### config.mk
export PLATFORM = sky130hd
export DESIGN_NAME = sha256_stream_hasher
export DESIGN_NICKNAME = d
export VERILOG_FILES = /design/src/rtl/core/sha_pkg.sv /design/src/rtl/core/sha_round.sv /design/src/rtl/core/sha_buffer.sv /design/src/rtl/core/sha256_stream_hasher.sv
export SDC_FILE = /design/constraint.sdc
export NUM_CORES = 2
export LEC_CHECK = 0
export BUFFER_PORTS_ARGS = -buffer_cell sky130_fd_sc_hd__buf_2
export CELL_PAD_IN_SITES_DETAIL_PLACEMENT = 2
export CELL_PAD_IN_SITES_GLOBAL_PLACEMENT = 2
export CORE_ASPECT_RATIO = 1.4
export CORE_MARGIN = 3
export CORE_UTILIZATION = 30
export DETAILED_ROUTE_END_ITERATION = 16
export PLACE_DENSITY = 0.58
export SYNTH_ARGS = -nofsm -noshare
export SYNTH_HDL_FRONTEND = slang
export SYNTH_HIERARCHICAL = 1
export SYNTH_SLANG_ARGS = --single-unit
export TNS_END_PERCENT = 5
### constraint.sdc
create_clock -name clock -period 55.2 [get_ports clock]
set_clock_uncertainty 0.15 [all_clocks]
set_input_delay 2.76 -clock clock [delete_from_list [all_inputs] [get_ports clock]]
set_output_delay 2.76 -clock clock [all_outputs]
set_load 0.02 [all_outputs]
### src/rtl/core/sha_pkg.sv
`timescale 1ns / 1ps
package sha_pkg;

   localparam int unsigned BlockBytes = 64;
   localparam int unsigned LenPos     = 56;
   localparam logic [7:0]  PadByte    = 8'h80;

   typedef logic [31:0] word_type;

   // Control from the front end to the round engine.
   typedef struct packed {
      logic start;
      logic final_blk;
   } cmd_type;

   function automatic word_type init_word(input logic [2:0] idx);
      word_type r;
      case (idx)
         3'd0:    r = 32'h6a09e667;
         3'd1:    r = 32'hbb67ae85;
         3'd2:    r = 32'h3c6ef372;
         3'd3:    r = 32'ha54ff53a;
         3'd4:    r = 32'h510e527f;
         3'd5:    r = 32'h9b05688c;
         3'd6:    r = 32'h1f83d9ab;
         default: r = 32'h5be0cd19;
      endcase
      return r;
   endfunction

   localparam word_type RoundK [64] = '{
      32'h428a2f98, 32'h71374491, 32'hb5c0fbcf, 32'he9b5dba5,
      32'h3956c25b, 32'h59f111f1, 32'h923f82a4, 32'hab1c5ed5,
      32'hd807aa98, 32'h12835b01, 32'h243185be, 32'h550c7dc3,
      32'h72be5d74, 32'h80deb1fe, 32'h9bdc06a7, 32'hc19bf174,
      32'he49b69c1, 32'hefbe4786, 32'h0fc19dc6, 32'h240ca1cc,
      32'h2de92c6f, 32'h4a7484aa, 32'h5cb0a9dc, 32'h76f988da,
      32'h983e5152, 32'ha831c66d, 32'hb00327c8, 32'hbf597fc7,
      32'hc6e00bf3, 32'hd5a79147, 32'h06ca6351, 32'h14292967,
      32'h27b70a85, 32'h2e1b2138, 32'h4d2c6dfc, 32'h53380d13,
      32'h650a7354, 32'h766a0abb, 32'h81c2c92e, 32'h92722c85,
      32'ha2bfe8a1, 32'ha81a664b, 32'hc24b8b70, 32'hc76c51a3,
      32'hd192e819, 32'hd6990624, 32'hf40e3585, 32'h106aa070,
      32'h19a4c116, 32'h1e376c08, 32'h2748774c, 32'h34b0bcb5,
      32'h391c0cb3, 32'h4ed8aa4a, 32'h5b9cca4f, 32'h682e6ff3,
      32'h748f82ee, 32'h78a5636f, 32'h84c87814, 32'h8cc70208,
      32'h90befffa, 32'ha4506ceb, 32'hbef9a3f7, 32'hc67178f2
   };

endpackage

### src/rtl/core/sha_round.sv
`timescale 1ns / 1ps
// Round engine: 16-word schedule window in a shift register, one round per cycle,
// chaining value in a small register file, digest words streamed out.
module sha_round (
   input  logic                   clock,
   input  logic                   reset,
   input  sha_pkg::cmd_type       cmd,
   input  logic [31:0]            blk_word,
   output logic [3:0]             blk_addr,
   output logic                   busy,
   output logic                   rsp_tvalid,
   input  logic                   rsp_tready,
   output logic [31:0]            rsp_tdata,
   output logic [2:0]             rsp_tuser,
   output logic                   rsp_tlast
);

   typedef enum logic [3:0] {
      ST_IDLE = 4'b0001,
      ST_LOAD = 4'b0010,
      ST_RUN  = 4'b0100,
      ST_OUT  = 4'b1000
   } state_type;

   state_type   state_ff, state_in;
   logic [6:0]  cnt_ff, cnt_in;
   logic        fin_ff, fin_in;
   logic [31:0] a_ff, b_ff, c_ff, d_ff, e_ff, f_ff, g_ff, h_ff;
   logic [31:0] a_in, b_in, c_in, d_in, e_in, f_in, g_in, h_in;
   logic [31:0] cv_ff [8];
   logic [31:0] w_ff  [16];
   logic [31:0] wt, s0, s1, t1, t2;

   // Schedule word for the current round from the sliding window, plus the round terms t1 and t2.
   always_comb begin
      s0 = {w_ff[1][6:0], w_ff[1][31:7]} ^ {w_ff[1][17:0], w_ff[1][31:18]}
         ^ (w_ff[1] >> 3);
      s1 = {w_ff[14][16:0], w_ff[14][31:17]} ^ {w_ff[14][18:0], w_ff[14][31:19]}
         ^ (w_ff[14] >> 10);
      wt = (cnt_ff < 7'd16) ? w_ff[0] : (w_ff[0] + s0 + w_ff[9] + s1);
      t1 = h_ff + ({e_ff[5:0], e_ff[31:6]} ^ {e_ff[10:0], e_ff[31:11]}
         ^ {e_ff[24:0], e_ff[31:25]}) + ((e_ff & f_ff) ^ (~e_ff & g_ff))
         + sha_pkg::RoundK[cnt_ff[5:0]] + wt;
      t2 = ({a_ff[1:0], a_ff[31:2]} ^ {a_ff[12:0], a_ff[31:13]}
         ^ {a_ff[21:0], a_ff[31:22]})
         + ((a_ff & b_ff) ^ (a_ff & c_ff) ^ (b_ff & c_ff));
   end

   // Sequencer.
   always_comb begin
      state_in = state_ff;
      cnt_in   = cnt_ff;
      fin_in   = fin_ff;
      {a_in, b_in, c_in, d_in, e_in, f_in, g_in, h_in} =
         {a_ff, b_ff, c_ff, d_ff, e_ff, f_ff, g_ff, h_ff};
      case (state_ff)
         ST_IDLE: begin
            if (cmd.start) begin
               state_in = ST_LOAD;
               cnt_in   = '0;
               fin_in   = cmd.final_blk;
            end
         end
         ST_LOAD: begin
            // Buffer read address cnt-1 returns data now.
            cnt_in = cnt_ff + 7'd1;
            if (cnt_ff == 7'd16) begin
               state_in = ST_RUN;
               cnt_in   = '0;
               {a_in, b_in, c_in, d_in, e_in, f_in, g_in, h_in} =
                  {cv_ff[0], cv_ff[1], cv_ff[2], cv_ff[3],
                   cv_ff[4], cv_ff[5], cv_ff[6], cv_ff[7]};
            end
         end
         ST_RUN: begin
            {a_in, b_in, c_in, d_in, e_in, f_in, g_in, h_in} =
               {t1 + t2, a_ff, b_ff, c_ff, d_ff + t1, e_ff, f_ff, g_ff};
            cnt_in = cnt_ff + 7'd1;
            if (cnt_ff == 7'd63) begin
               cnt_in   = '0;
               state_in = fin_ff ? ST_OUT : ST_IDLE;
            end
         end
         ST_OUT: begin
            if (rsp_tready) begin
               cnt_in = cnt_ff + 7'd1;
               if (cnt_ff == 7'd7) begin
                  state_in = ST_IDLE;
                  cnt_in   = '0;
               end
            end
         end
         default: state_in = ST_IDLE;
      endcase
   end

   always_ff @(posedge clock) begin
      if (reset) begin
         state_ff <= ST_IDLE;
         cnt_ff   <= '0;
         fin_ff   <= 1'b0;
      end else begin
         state_ff <= state_in;
         cnt_ff   <= cnt_in;
         fin_ff   <= fin_in;
      end
      {a_ff, b_ff, c_ff, d_ff, e_ff, f_ff, g_ff, h_ff} <=
         {a_in, b_in, c_in, d_in, e_in, f_in, g_in, h_in};
   end

   // Schedule window: shifts in loaded words, then computed words.
   always_ff @(posedge clock) begin
      if ((state_ff == ST_LOAD && cnt_ff != 7'd0) || state_ff == ST_RUN) begin
         for (int i = 0; i < 15; i++) begin
            w_ff[i] <= w_ff[i+1];
         end
         w_ff[15] <= (state_ff == ST_LOAD) ? blk_word : wt;
      end
   end

   // Chaining value: fold in after 64 rounds, reset after the digest leaves.
   always_ff @(posedge clock) begin
      if (reset) begin
         for (int i = 0; i < 8; i++) begin
            cv_ff[i] <= sha_pkg::init_word(3'(i));
         end
      end else if (state_ff == ST_RUN && cnt_ff == 7'd63) begin
         cv_ff[0] <= cv_ff[0] + t1 + t2;
         cv_ff[1] <= cv_ff[1] + a_ff;
         cv_ff[2] <= cv_ff[2] + b_ff;
         cv_ff[3] <= cv_ff[3] + c_ff;
         cv_ff[4] <= cv_ff[4] + d_ff + t1;
         cv_ff[5] <= cv_ff[5] + e_ff;
         cv_ff[6] <= cv_ff[6] + f_ff;
         cv_ff[7] <= cv_ff[7] + g_ff;
      end else if (state_ff == ST_OUT && rsp_tready && cnt_ff == 7'd7) begin
         for (int i = 0; i < 8; i++) begin
            cv_ff[i] <= sha_pkg::init_word(3'(i));
         end
      end
   end

   assign blk_addr   = cnt_ff[3:0];
   assign busy       = (state_ff != ST_IDLE);
   assign rsp_tvalid = (state_ff == ST_OUT);
   assign rsp_tdata  = cv_ff[cnt_ff[2:0]];
   assign rsp_tuser  = cnt_ff[2:0];
   assign rsp_tlast  = (cnt_ff[2:0] == 3'd7);

endmodule

### src/rtl/core/sha_buffer.sv
`timescale 1ns / 1ps
// Block buffer: byte memory per lane, plus padding sequencer.
module sha_buffer (
   input  logic             clock,
   input  logic             reset,
   input  logic             req_tvalid,
   output logic             req_tready,
   input  logic [7:0]       req_tdata,
   input  logic             req_tuser,
   input  logic             req_tlast,
   input  logic             eng_busy,
   input  logic [3:0]       eng_addr,
   output logic [31:0]      eng_word,
   output sha_pkg::cmd_type cmd
);

   typedef enum logic [3:0] {
      ST_ACC  = 4'b0001,
      ST_PAD  = 4'b0010,
      ST_LEN  = 4'b0100,
      ST_WAIT = 4'b1000
   } state_type;

   state_type   state_ff, state_in;
   logic [5:0]  fill_ff, fill_in;
   logic [63:0] bits_ff, bits_in;
   logic        last_ff, last_in;
   logic        pad_ff, pad_in;
   logic        wr_en;
   logic [5:0]  wr_addr;
   logic [7:0]  wr_data;
   logic [7:0]  mem0 [16];
   logic [7:0]  mem1 [16];
   logic [7:0]  mem2 [16];
   logic [7:0]  mem3 [16];
   logic [7:0]  rd0_ff, rd1_ff, rd2_ff, rd3_ff;
   logic        acc;

   assign req_tready = (state_ff == ST_ACC) && !eng_busy;
   assign acc        = req_tvalid && req_tready;

   always_comb begin
      state_in = state_ff;
      fill_in  = fill_ff;
      bits_in  = bits_ff;
      last_in  = last_ff;
      pad_in   = pad_ff;
      wr_en    = 1'b0;
      wr_addr  = fill_ff;
      wr_data  = req_tdata;
      cmd      = '0;
      case (state_ff)
         ST_ACC: begin
            if (acc) begin
               if (req_tuser) begin
                  wr_en   = 1'b1;
                  fill_in = fill_ff + 6'd1;
                  bits_in = bits_ff + 64'd8;
                  if (fill_ff == 6'd63) begin
                     cmd.start = 1'b1;
                     state_in  = ST_WAIT;
                  end
               end
               if (req_tlast) begin
                  last_in  = 1'b1;
                  pad_in   = 1'b1;
                  if (!(req_tuser && fill_ff == 6'd63)) begin
                     state_in = ST_PAD;
                  end
               end
            end
         end
         ST_WAIT: begin
            if (!eng_busy) begin
               state_in = last_ff ? ST_PAD : ST_ACC;
            end
         end
         ST_PAD: begin
            // Pad byte, then zeros up to the length field or block end.
            wr_en   = 1'b1;
            wr_data = (pad_ff) ? sha_pkg::PadByte : 8'h00;
            pad_in  = 1'b0;
            fill_in = fill_ff + 6'd1;
            if (fill_ff == 6'(sha_pkg::LenPos - 1)) begin
               state_in = ST_LEN;
            end else if (fill_ff == 6'd63) begin
               cmd.start = 1'b1;
               state_in  = ST_WAIT;
            end
         end
         ST_LEN: begin
            wr_en   = 1'b1;
            wr_data = bits_ff[63 - 8*fill_ff[2:0] -: 8];
            fill_in = fill_ff + 6'd1;
            if (fill_ff == 6'd63) begin
               cmd.start     = 1'b1;
               cmd.final_blk = 1'b1;
               bits_in       = '0;
               last_in       = 1'b0;
               state_in      = ST_WAIT;
            end
         end
         default: state_in = ST_ACC;
      endcase
   end

   // ST_WAIT after the final block returns to ST_ACC: last_ff is clear then.

   always_ff @(posedge clock) begin
      if (reset) begin
         state_ff <= ST_ACC;
         fill_ff  <= '0;
         bits_ff  <= '0;
         last_ff  <= 1'b0;
         pad_ff   <= 1'b0;
      end else begin
         state_ff <= state_in;
         fill_ff  <= fill_in;
         bits_ff  <= bits_in;
         last_ff  <= last_in;
         pad_ff   <= pad_in;
      end
   end

   // Byte lanes of the block memory, one read port each.
   always_ff @(posedge clock) begin
      if (wr_en) begin
         case (wr_addr[1:0])
            2'd0:    mem0[wr_addr[5:2]] <= wr_data;
            2'd1:    mem1[wr_addr[5:2]] <= wr_data;
            2'd2:    mem2[wr_addr[5:2]] <= wr_data;
            default: mem3[wr_addr[5:2]] <= wr_data;
         endcase
      end
      rd0_ff <= mem0[eng_addr];
      rd1_ff <= mem1[eng_addr];
      rd2_ff <= mem2[eng_addr];
      rd3_ff <= mem3[eng_addr];
   end

   assign eng_word = {rd0_ff, rd1_ff, rd2_ff, rd3_ff};

endmodule

### src/rtl/core/sha256_stream_hasher.sv
`timescale 1ns / 1ps
// SHA-256 over a byte stream. One byte is taken per cycle while a block
// fills; each 64-byte block then holds the input while the engine loads
// the schedule from the block memory and runs 64 rounds at one per cycle. On
// the end request the block pads and appends the length (one or two extra
// compressions) and sends eight digest words, most significant first.
module sha256_stream_hasher (
   input  logic        clock,
   input  logic        reset,
   input  logic        req_tvalid,
   output logic        req_tready,
   input  logic [7:0]  req_tdata,   // msg_byte
   input  logic        req_tuser,   // byte_valid
   input  logic        req_tlast,   // end_of_message
   output logic        rsp_tvalid,
   input  logic        rsp_tready,
   output logic [31:0] rsp_tdata,   // digest_word
   output logic [2:0]  rsp_tuser,   // word_index
   output logic        rsp_tlast    // last_word
);

   sha_pkg::cmd_type cmd;
   logic [31:0]      blk_word;
   logic [3:0]       blk_addr;
   logic             busy;

   sha_buffer u_buf (
      .clock, .reset, .req_tvalid, .req_tready, .req_tdata, .req_tuser,
      .req_tlast, .eng_busy(busy), .eng_addr(blk_addr), .eng_word(blk_word),
      .cmd
   );

   sha_round u_round (
      .clock, .reset, .cmd, .blk_word, .blk_addr, .busy,
      .rsp_tvalid, .rsp_tready, .rsp_tdata, .rsp_tuser, .rsp_tlast
   );

endmodule

Word level (Yosys, flattened, before mapping)
Memories as Yosys holds them, arrays and structs flattened. A register that Yosys moved wholly into a read port is not among the register bits.
Index checks and enable logic that the tools add are counted.
{"block": "word_totals", "register_bits": 344, "latchBits": 0, "mem_bits_rw": 1280, "mem_bits_ro": 2048, "n_memories": 7}
{"memory": "(name not given)", "words": 64, "word_bits": 32, "rd": 1, "rd_ports_with_merged_regs": 0, "wr": 0, "line": "sha_round.sv:43", "text": "+ sha_pkg::RoundK[cnt_ff[5:0]] + wt;"}
{"memory": "u_round.w_ff", "words": 16, "word_bits": 32, "rd": 16, "rd_ports_with_merged_regs": 0, "wr": 16, "line": "sha_round.sv:31", "text": "logic [31:0] w_ff [16];"}
{"memory": "u_round.cv_ff", "words": 8, "word_bits": 32, "rd": 9, "rd_ports_with_merged_regs": 1, "wr": 8, "line": "sha_round.sv:30", "text": "logic [31:0] cv_ff [8];"}
{"memory": "u_buf.mem0", "words": 16, "word_bits": 8, "rd": 1, "rd_ports_with_merged_regs": 1, "wr": 1, "line": "sha_buffer.sv:32", "text": "logic [7:0] mem0 [16];"}
{"memory": "u_buf.mem1", "words": 16, "word_bits": 8, "rd": 1, "rd_ports_with_merged_regs": 1, "wr": 1, "line": "sha_buffer.sv:33", "text": "logic [7:0] mem1 [16];"}
{"memory": "u_buf.mem2", "words": 16, "word_bits": 8, "rd": 1, "rd_ports_with_merged_regs": 1, "wr": 1, "line": "sha_buffer.sv:34", "text": "logic [7:0] mem2 [16];"}
{"memory": "1 more memories"}
{"block": "classes", "addsub": 24, "mul": 0, "div": 0, "n_lt_le_gt_ge": 2, "n_eq_ne": 27, "shifts": 1, "n_mux": 139, "bitwise": 34, "reduce_logical": 27}
{"cell": "$mux W32", "count": 60}
{"cell": "$add A32 B32 Y32", "count": 20}
{"cell": "$pmux W32 S2", "count": 8}
{"cell": "$xor A32 B32 Y32", "count": 9}
{"cell": "$mux W64", "count": 3}
{"cell": "$and A32 B32 Y32", "count": 5}
{"cell": "$pmux W64 S2", "count": 1}
{"cell": "$shiftx A71 B33 Y8", "count": 1}
{"cell": "$add A64 B4 Y64 const B", "count": 1}
{"cell": "$mux W4", "count": 13}
{"cell": "$mux W7", "count": 5}
{"cell": "$mux W1", "count": 33}
{"cell": "$not A32 Y32", "count": 1}
{"cell": "$pmux W4 S4", "count": 2}
{"cell": "$xor A32 B22 Y32", "count": 1}
{"cell": "$xor A32 B29 Y32", "count": 1}
{"cell": "$pmux W7 S4", "count": 1}
{"cell": "$or A1 B1 Y1", "count": 16}
{"cell": "$pmux W8 S2", "count": 1}
{"cell": "$eq A6 B6 Y1 const B", "count": 2}
{"cell": "$mux W6", "count": 2}
{"cell": "$pmux W6 S2", "count": 1}
{"cell": "$ne A2 B1 Y1 const B", "count": 5}
{"cell": "$ne A2 B2 Y1 const B", "count": 5}
{"cell": "other kinds (35)", "count": 57}

Longest topological paths before layout
An unclocked memory read counts as a cell.
{"block": "depth", "depth_word": 12, "ltp_mapped": 49, "ltp_nobuf": 48}

Cells and area by module
The synthesis kept the hierarchy.
{"mod": "sha_round", "n_inst": 1, "cells_each": 6458, "area_each_um2": 67420.9, "seq_area_each_um2": 29768.6}
{"mod": "sha_buffer", "n_inst": 1, "cells_each": 1349, "area_each_um2": 24528.5, "seq_area_each_um2": 17476.8}

Worst setup path after synthesis
Ideal clock, no wire load.
{"block": "synth_path", "path_type": "register -> register", "start": "register u_round.cnt_ff[3]", "end": "memory u_round.w_ff[0][0], enable pin", "setup_ns": 2.097, "t_arrival_ns": 37.201, "required_ns": 52.953, "path_slack_ns": 15.752, "stages_incl_launch_ff": 7, "n_path_buf": 4, "cell_sequence": "dfxtp_1 clkbuf_1 buf_1 clkbuf_1 clkbuf_1 nor3_1 o21ai_0"}
{"element": "start, declared", "line": "sha_round.sv:26", "text": "logic [6:0] cnt_ff, cnt_in;"}
{"element": "start signal, assigned", "line": "sha_round.sv:104", "text": "cnt_ff <= cnt_in;"}
{"element": "end, declared", "line": "sha_round.sv:31"}

==> impl_metrics.tcl <==
set metrics [dict create \
    cp-start-kind "flop" \
    finalInstanceArea_um2 103000 \
    tightest_slew_ns 1.33 \
    num_rows 239 \
    synth_seq_cells 1656 \
    power.share.switching 0.222 \
    cts_resized 0 \
    drc 0 \
    global_route_wire_length_before_repair_um 493000 \
    critical_path_peak_fanout 6 \
    clk_latency_ns 0.89 \
    hold_violations 0 \
    vias 63000 \
    worst_slew_margin_rel 0.102 \
    tritoncts.num_buffers 189 \
    post_drt_wl_per_cell_um 28.2 \
    antenna_found_initial 13 \
    dieArea_um2 313000 \
    core_um2 304000 \
    timing_max_transition_violations_final 0 \
    synthesis.instances 7807 \
    max_stage_delay_ns 0.64 \
    ios 52 \
    route.detailed.vias_per_inst 5.27 \
    vdd_ir_drop_max_v 0.0000222 \
    n_fill_cell 32000 \
    drt_wl_total_um 337000 \
    cts_tree "done" \
    portBuffers 51 \
    pwr-share-clk 0.474 \
    dpl-instance-area_um2 97000 \
    floorplan.initialDensity 0.303 \
    overflow 0 \
    dieHeight_um 661 \
    pwr-share-seq 0.494 \
    cts_setup_buffers 0 \
    hpwl_dp_um 254000 \
    clock_transition_at_the_registers_of_the_reported_paths_ns 0.06 \
    worstHoldPathType "flop to flop" \
    drt_iter0_markers 3313 \
    netlist_area_um2 91900 \
    nets 8491 \
    totalPowerFinal_mw 2.76 \
    edff_count_synth 1408 \
    critical_path_required_ns 55.64 \
    drt-pass1-iter-count 5 \
    postSynthAreaPerCell_um2 11.8 \
    postSynthNetCount 8475 \
    comb_power_share 0.032 \
    internal_power_mw 2.15 \
    final_period_demand_of_the_worst_path_ns 12.58 \
    synth.distinct_cells 112 \
    slowest_stage "sky130_fd_sc_hd__xor2_1" \
    cts_root_buffer "sky130_fd_sc_hd__clkbuf_16" \
    yosysSeqAreaShare 0.514 \
    grt_setup_unrepaired "no" \
    drt.antenna.violating_nets 0 \
    synthToLayoutAreaGrowth_pct 12.4 \
    sort_of_element_at_the_end_of_the_critical_path "flop" \
    final-setup-viol-count 0 \
    cts.sink_count 1656 \
    critPathKind "flop to flop" \
    power.static_leakage_nw 37.1 \
    run_status "complete, no violations" \
    cts_buffer_depth 4 \
    worst_hold_slack_ns 0.206 \
    power.density_cell_area_nw_per_um2 26.7 \
    share_of_cells_above_drive_strength_1 0.108 \
    die_width_um 474 \
    fin_setup_tns_ns 0 \
    maxCapViolations 0 \
    htreeDepth 4 \
    gpl.final_weighted_congestion 0.898 \
    max_freq_mhz 79.5 \
    gr-usage-all-layers 0.213 \
    vias_in_the_first_global_route 69500 \
    power.net_switching_mw 0.614 \
    yosys_warnings 6 \
    synthArstFlopShare 0 \
    pin_count_of_the_biggest_net_entering_global_routing 130 \
    cts.hold.buffers_added 0 \
    crit_arrival_ns 13.03 \
    period_share 0.228 \
    synth_flop_cell "sky130_fd_sc_hd__edfxtp_1" \
    critical-path-top-cell-by-count "sky130_fd_sc_hd__fa_1" \
]
## per-layer routing
| layer | vias to the layer above | share of wire | global-route usage |
|---|---|---|---|
| li1 | 28500 | - | - |
| met4 | 0 | 0.046 | 0.0867 |
| met3 | 406 | 0.025 | 0.0183 |
| met2 | 965 | 0.53 | 0.399 |
| met1 | 33200 | 0.40 | 0.249 |
| met5 | - | 0 | 0 |
## worst paths after layout
path / from / endpoint / slack [ns] / depth (start not counted)
min reg2reg: u_round/w_ff[0][171] / u_round/w_ff[0][139] / 0.21 / 0
max reg2reg: u_round/w_ff[1][210] / u_round/cv_ff[0][31] / 42.62 / 39
min: u_round/w_ff[0][171] / u_round/w_ff[0][139] / 0.21 / 0
max: u_round/w_ff[1][210] / u_round/cv_ff[0][31] / 42.62 / 39
## final cells by class
class | instances | area, um2 | area share
timing repair buffer | 182 | 1290 | 0.0125
inverter | 428 | 1610 | 0.0156
antenna | 15 | 37.5 | 0.000363
multi-input combinational | 5366 | 41900 | 0.405
clock inverter | 100 | 1080 | 0.0104
clock buffer | 236 | 5210 | 0.0504
tap | 3976 | 4970 | 0.0481
sequential | 1656 | 47300 | 0.457
## metrics by stage
stage / util / std cells / setup slack [ns]
2_1_floorplan: - / 7807 / 15.75
3_3_place_gp: 0.319 / 11600 / 42.76
3_5_place_dp: 0.319 / 11600 / 42.67
4_1_cts: 0.340 / 11900 / 42.54
5_1_grt: 0.340 / 12000 / 41.75
6_report: 0.340 / 12000 / 42.62
## cell families (layout without fill, tap and decap cells)
kind of cell	Yosys count	count (layout)	synth area share
buffers and inverters	785	946	0.0328
AO/OA/AOI/OAI	1554	1554	0.107
AND/OR/NAND/NOR	2161	2161	0.105
XOR/XNOR	622	622	0.0600
other	0	15	0
adder cells (fa/ha/maj)	689	689	0.111
flip-flops	1656	1656	0.514
multiplexers	340	340	0.0703
## power groups by stage
| stage | clock [mW] | sequential [mW] | combinational, mW |
|---|---|---|---|
| 4_1_cts | 1.36 | 1.36 | 0.0904 |
| 2_1_floorplan | 0 | 1.39 | 0.0573 |
| 3_5_place_dp | 0 | 1.39 | 0.0897 |
| 6_report | 1.31 | 1.36 | 0.0884 |
| 5_1_grt | 1.40 | 1.36 | 0.0977 |
| 3_3_place_gp | 0 | 1.39 | 0.0863 |
## cells in the mapped netlist, drive strengths merged (30+ instances only)
cell type	n	area share
edfxtp	1408	0.46
nand2	1008	0.041
a21oi	514	0.028
nor2	460	0.019
ha	436	0.059
inv	426	0.017
xnor2	409	0.039
o21ai	366	0.020
clkbuf	295	0.012
dfxtp	248	0.054
mux4	241	0.059
fa	218	0.047
xor2	210	0.020
nand3	155	0.0085
nor3	135	0.0073
a21o	133	0.011
o21a	73	0.0060
nand2b	68	0.0046
or3	65	0.0045
mux2i	63	0.0069
buf	62	0.0032
nor2b	60	0.0041
a211oi	57	0.0051
o31ai	54	0.0044
nand4	49	0.0035
o21bai	46	0.0038
a31oi	36	0.0024
mux2	36	0.0044
maj3	35	0.0039
and3	32	0.0022
o211ai	30	0.0025
## registers in the layout, indices dropped and copies added (netlist names), 6 cells and up, named ones only
signal          cells
u_round/f_ff       32
u_round/e_ff       32
u_round/cnt_ff      7
u_round/h_ff       32
u_round/d_ff       32
u_buf/fill_ff       6
u_buf/mem2        128
u_buf/mem3        128
u_buf/rd2_ff        8
u_round/b_ff       32
u_round/g_ff       32
u_round/c_ff       32
u_buf/rd0_ff        8
u_buf/bits_ff      61
u_round/w_ff      512
u_round/cv_ff     256
u_buf/rd3_ff        8
u_buf/mem0        128
u_buf/mem1        128
u_round/a_ff       32
u_buf/rd1_ff        8
## layout by cell type (no fill, tap or decap), types with 65 or more instances in the layout
cell type | Yosys | layout
sky130_fd_sc_hd__nand3_1 | 154 | 153
sky130_fd_sc_hd__a21o_1 | 133 | 133
sky130_fd_sc_hd__clkbuf_16 | 0 | 195
sky130_fd_sc_hd__mux4_2 | 241 | 241
sky130_fd_sc_hd__a21oi_1 | 511 | 511
sky130_fd_sc_hd__buf_4 | 7 | 128
sky130_fd_sc_hd__edfxtp_1 | 1408 | 1408
sky130_fd_sc_hd__inv_1 | 425 | 423
sky130_fd_sc_hd__xnor2_1 | 406 | 406
sky130_fd_sc_hd__nor2_1 | 459 | 457
sky130_fd_sc_hd__o21ai_0 | 355 | 345
sky130_fd_sc_hd__o21a_1 | 73 | 73
sky130_fd_sc_hd__fa_1 | 218 | 218
sky130_fd_sc_hd__nand2_1 | 1008 | 1008
sky130_fd_sc_hd__nor3_1 | 135 | 132
sky130_fd_sc_hd__xor2_1 | 210 | 210
sky130_fd_sc_hd__dfxtp_1 | 248 | 239
sky130_fd_sc_hd__ha_1 | 436 | 436
sky130_fd_sc_hd__nand2b_1 | 68 | 65
## critical path: cells and delay by family (launching register included)
kind | cells | cell delay (ns)
AO/OA/AOI/OAI | 14 | 4.33
adder cells (fa/ha/maj) | 10 | 4.44
flip-flops | 1 | 0.48
AND/OR/NAND/NOR | 6 | 1.00
buffers and inverters | 4 | 0.24
XOR/XNOR | 5 | 1.63
No activity file was read; power rests on OpenSTA's default activity.
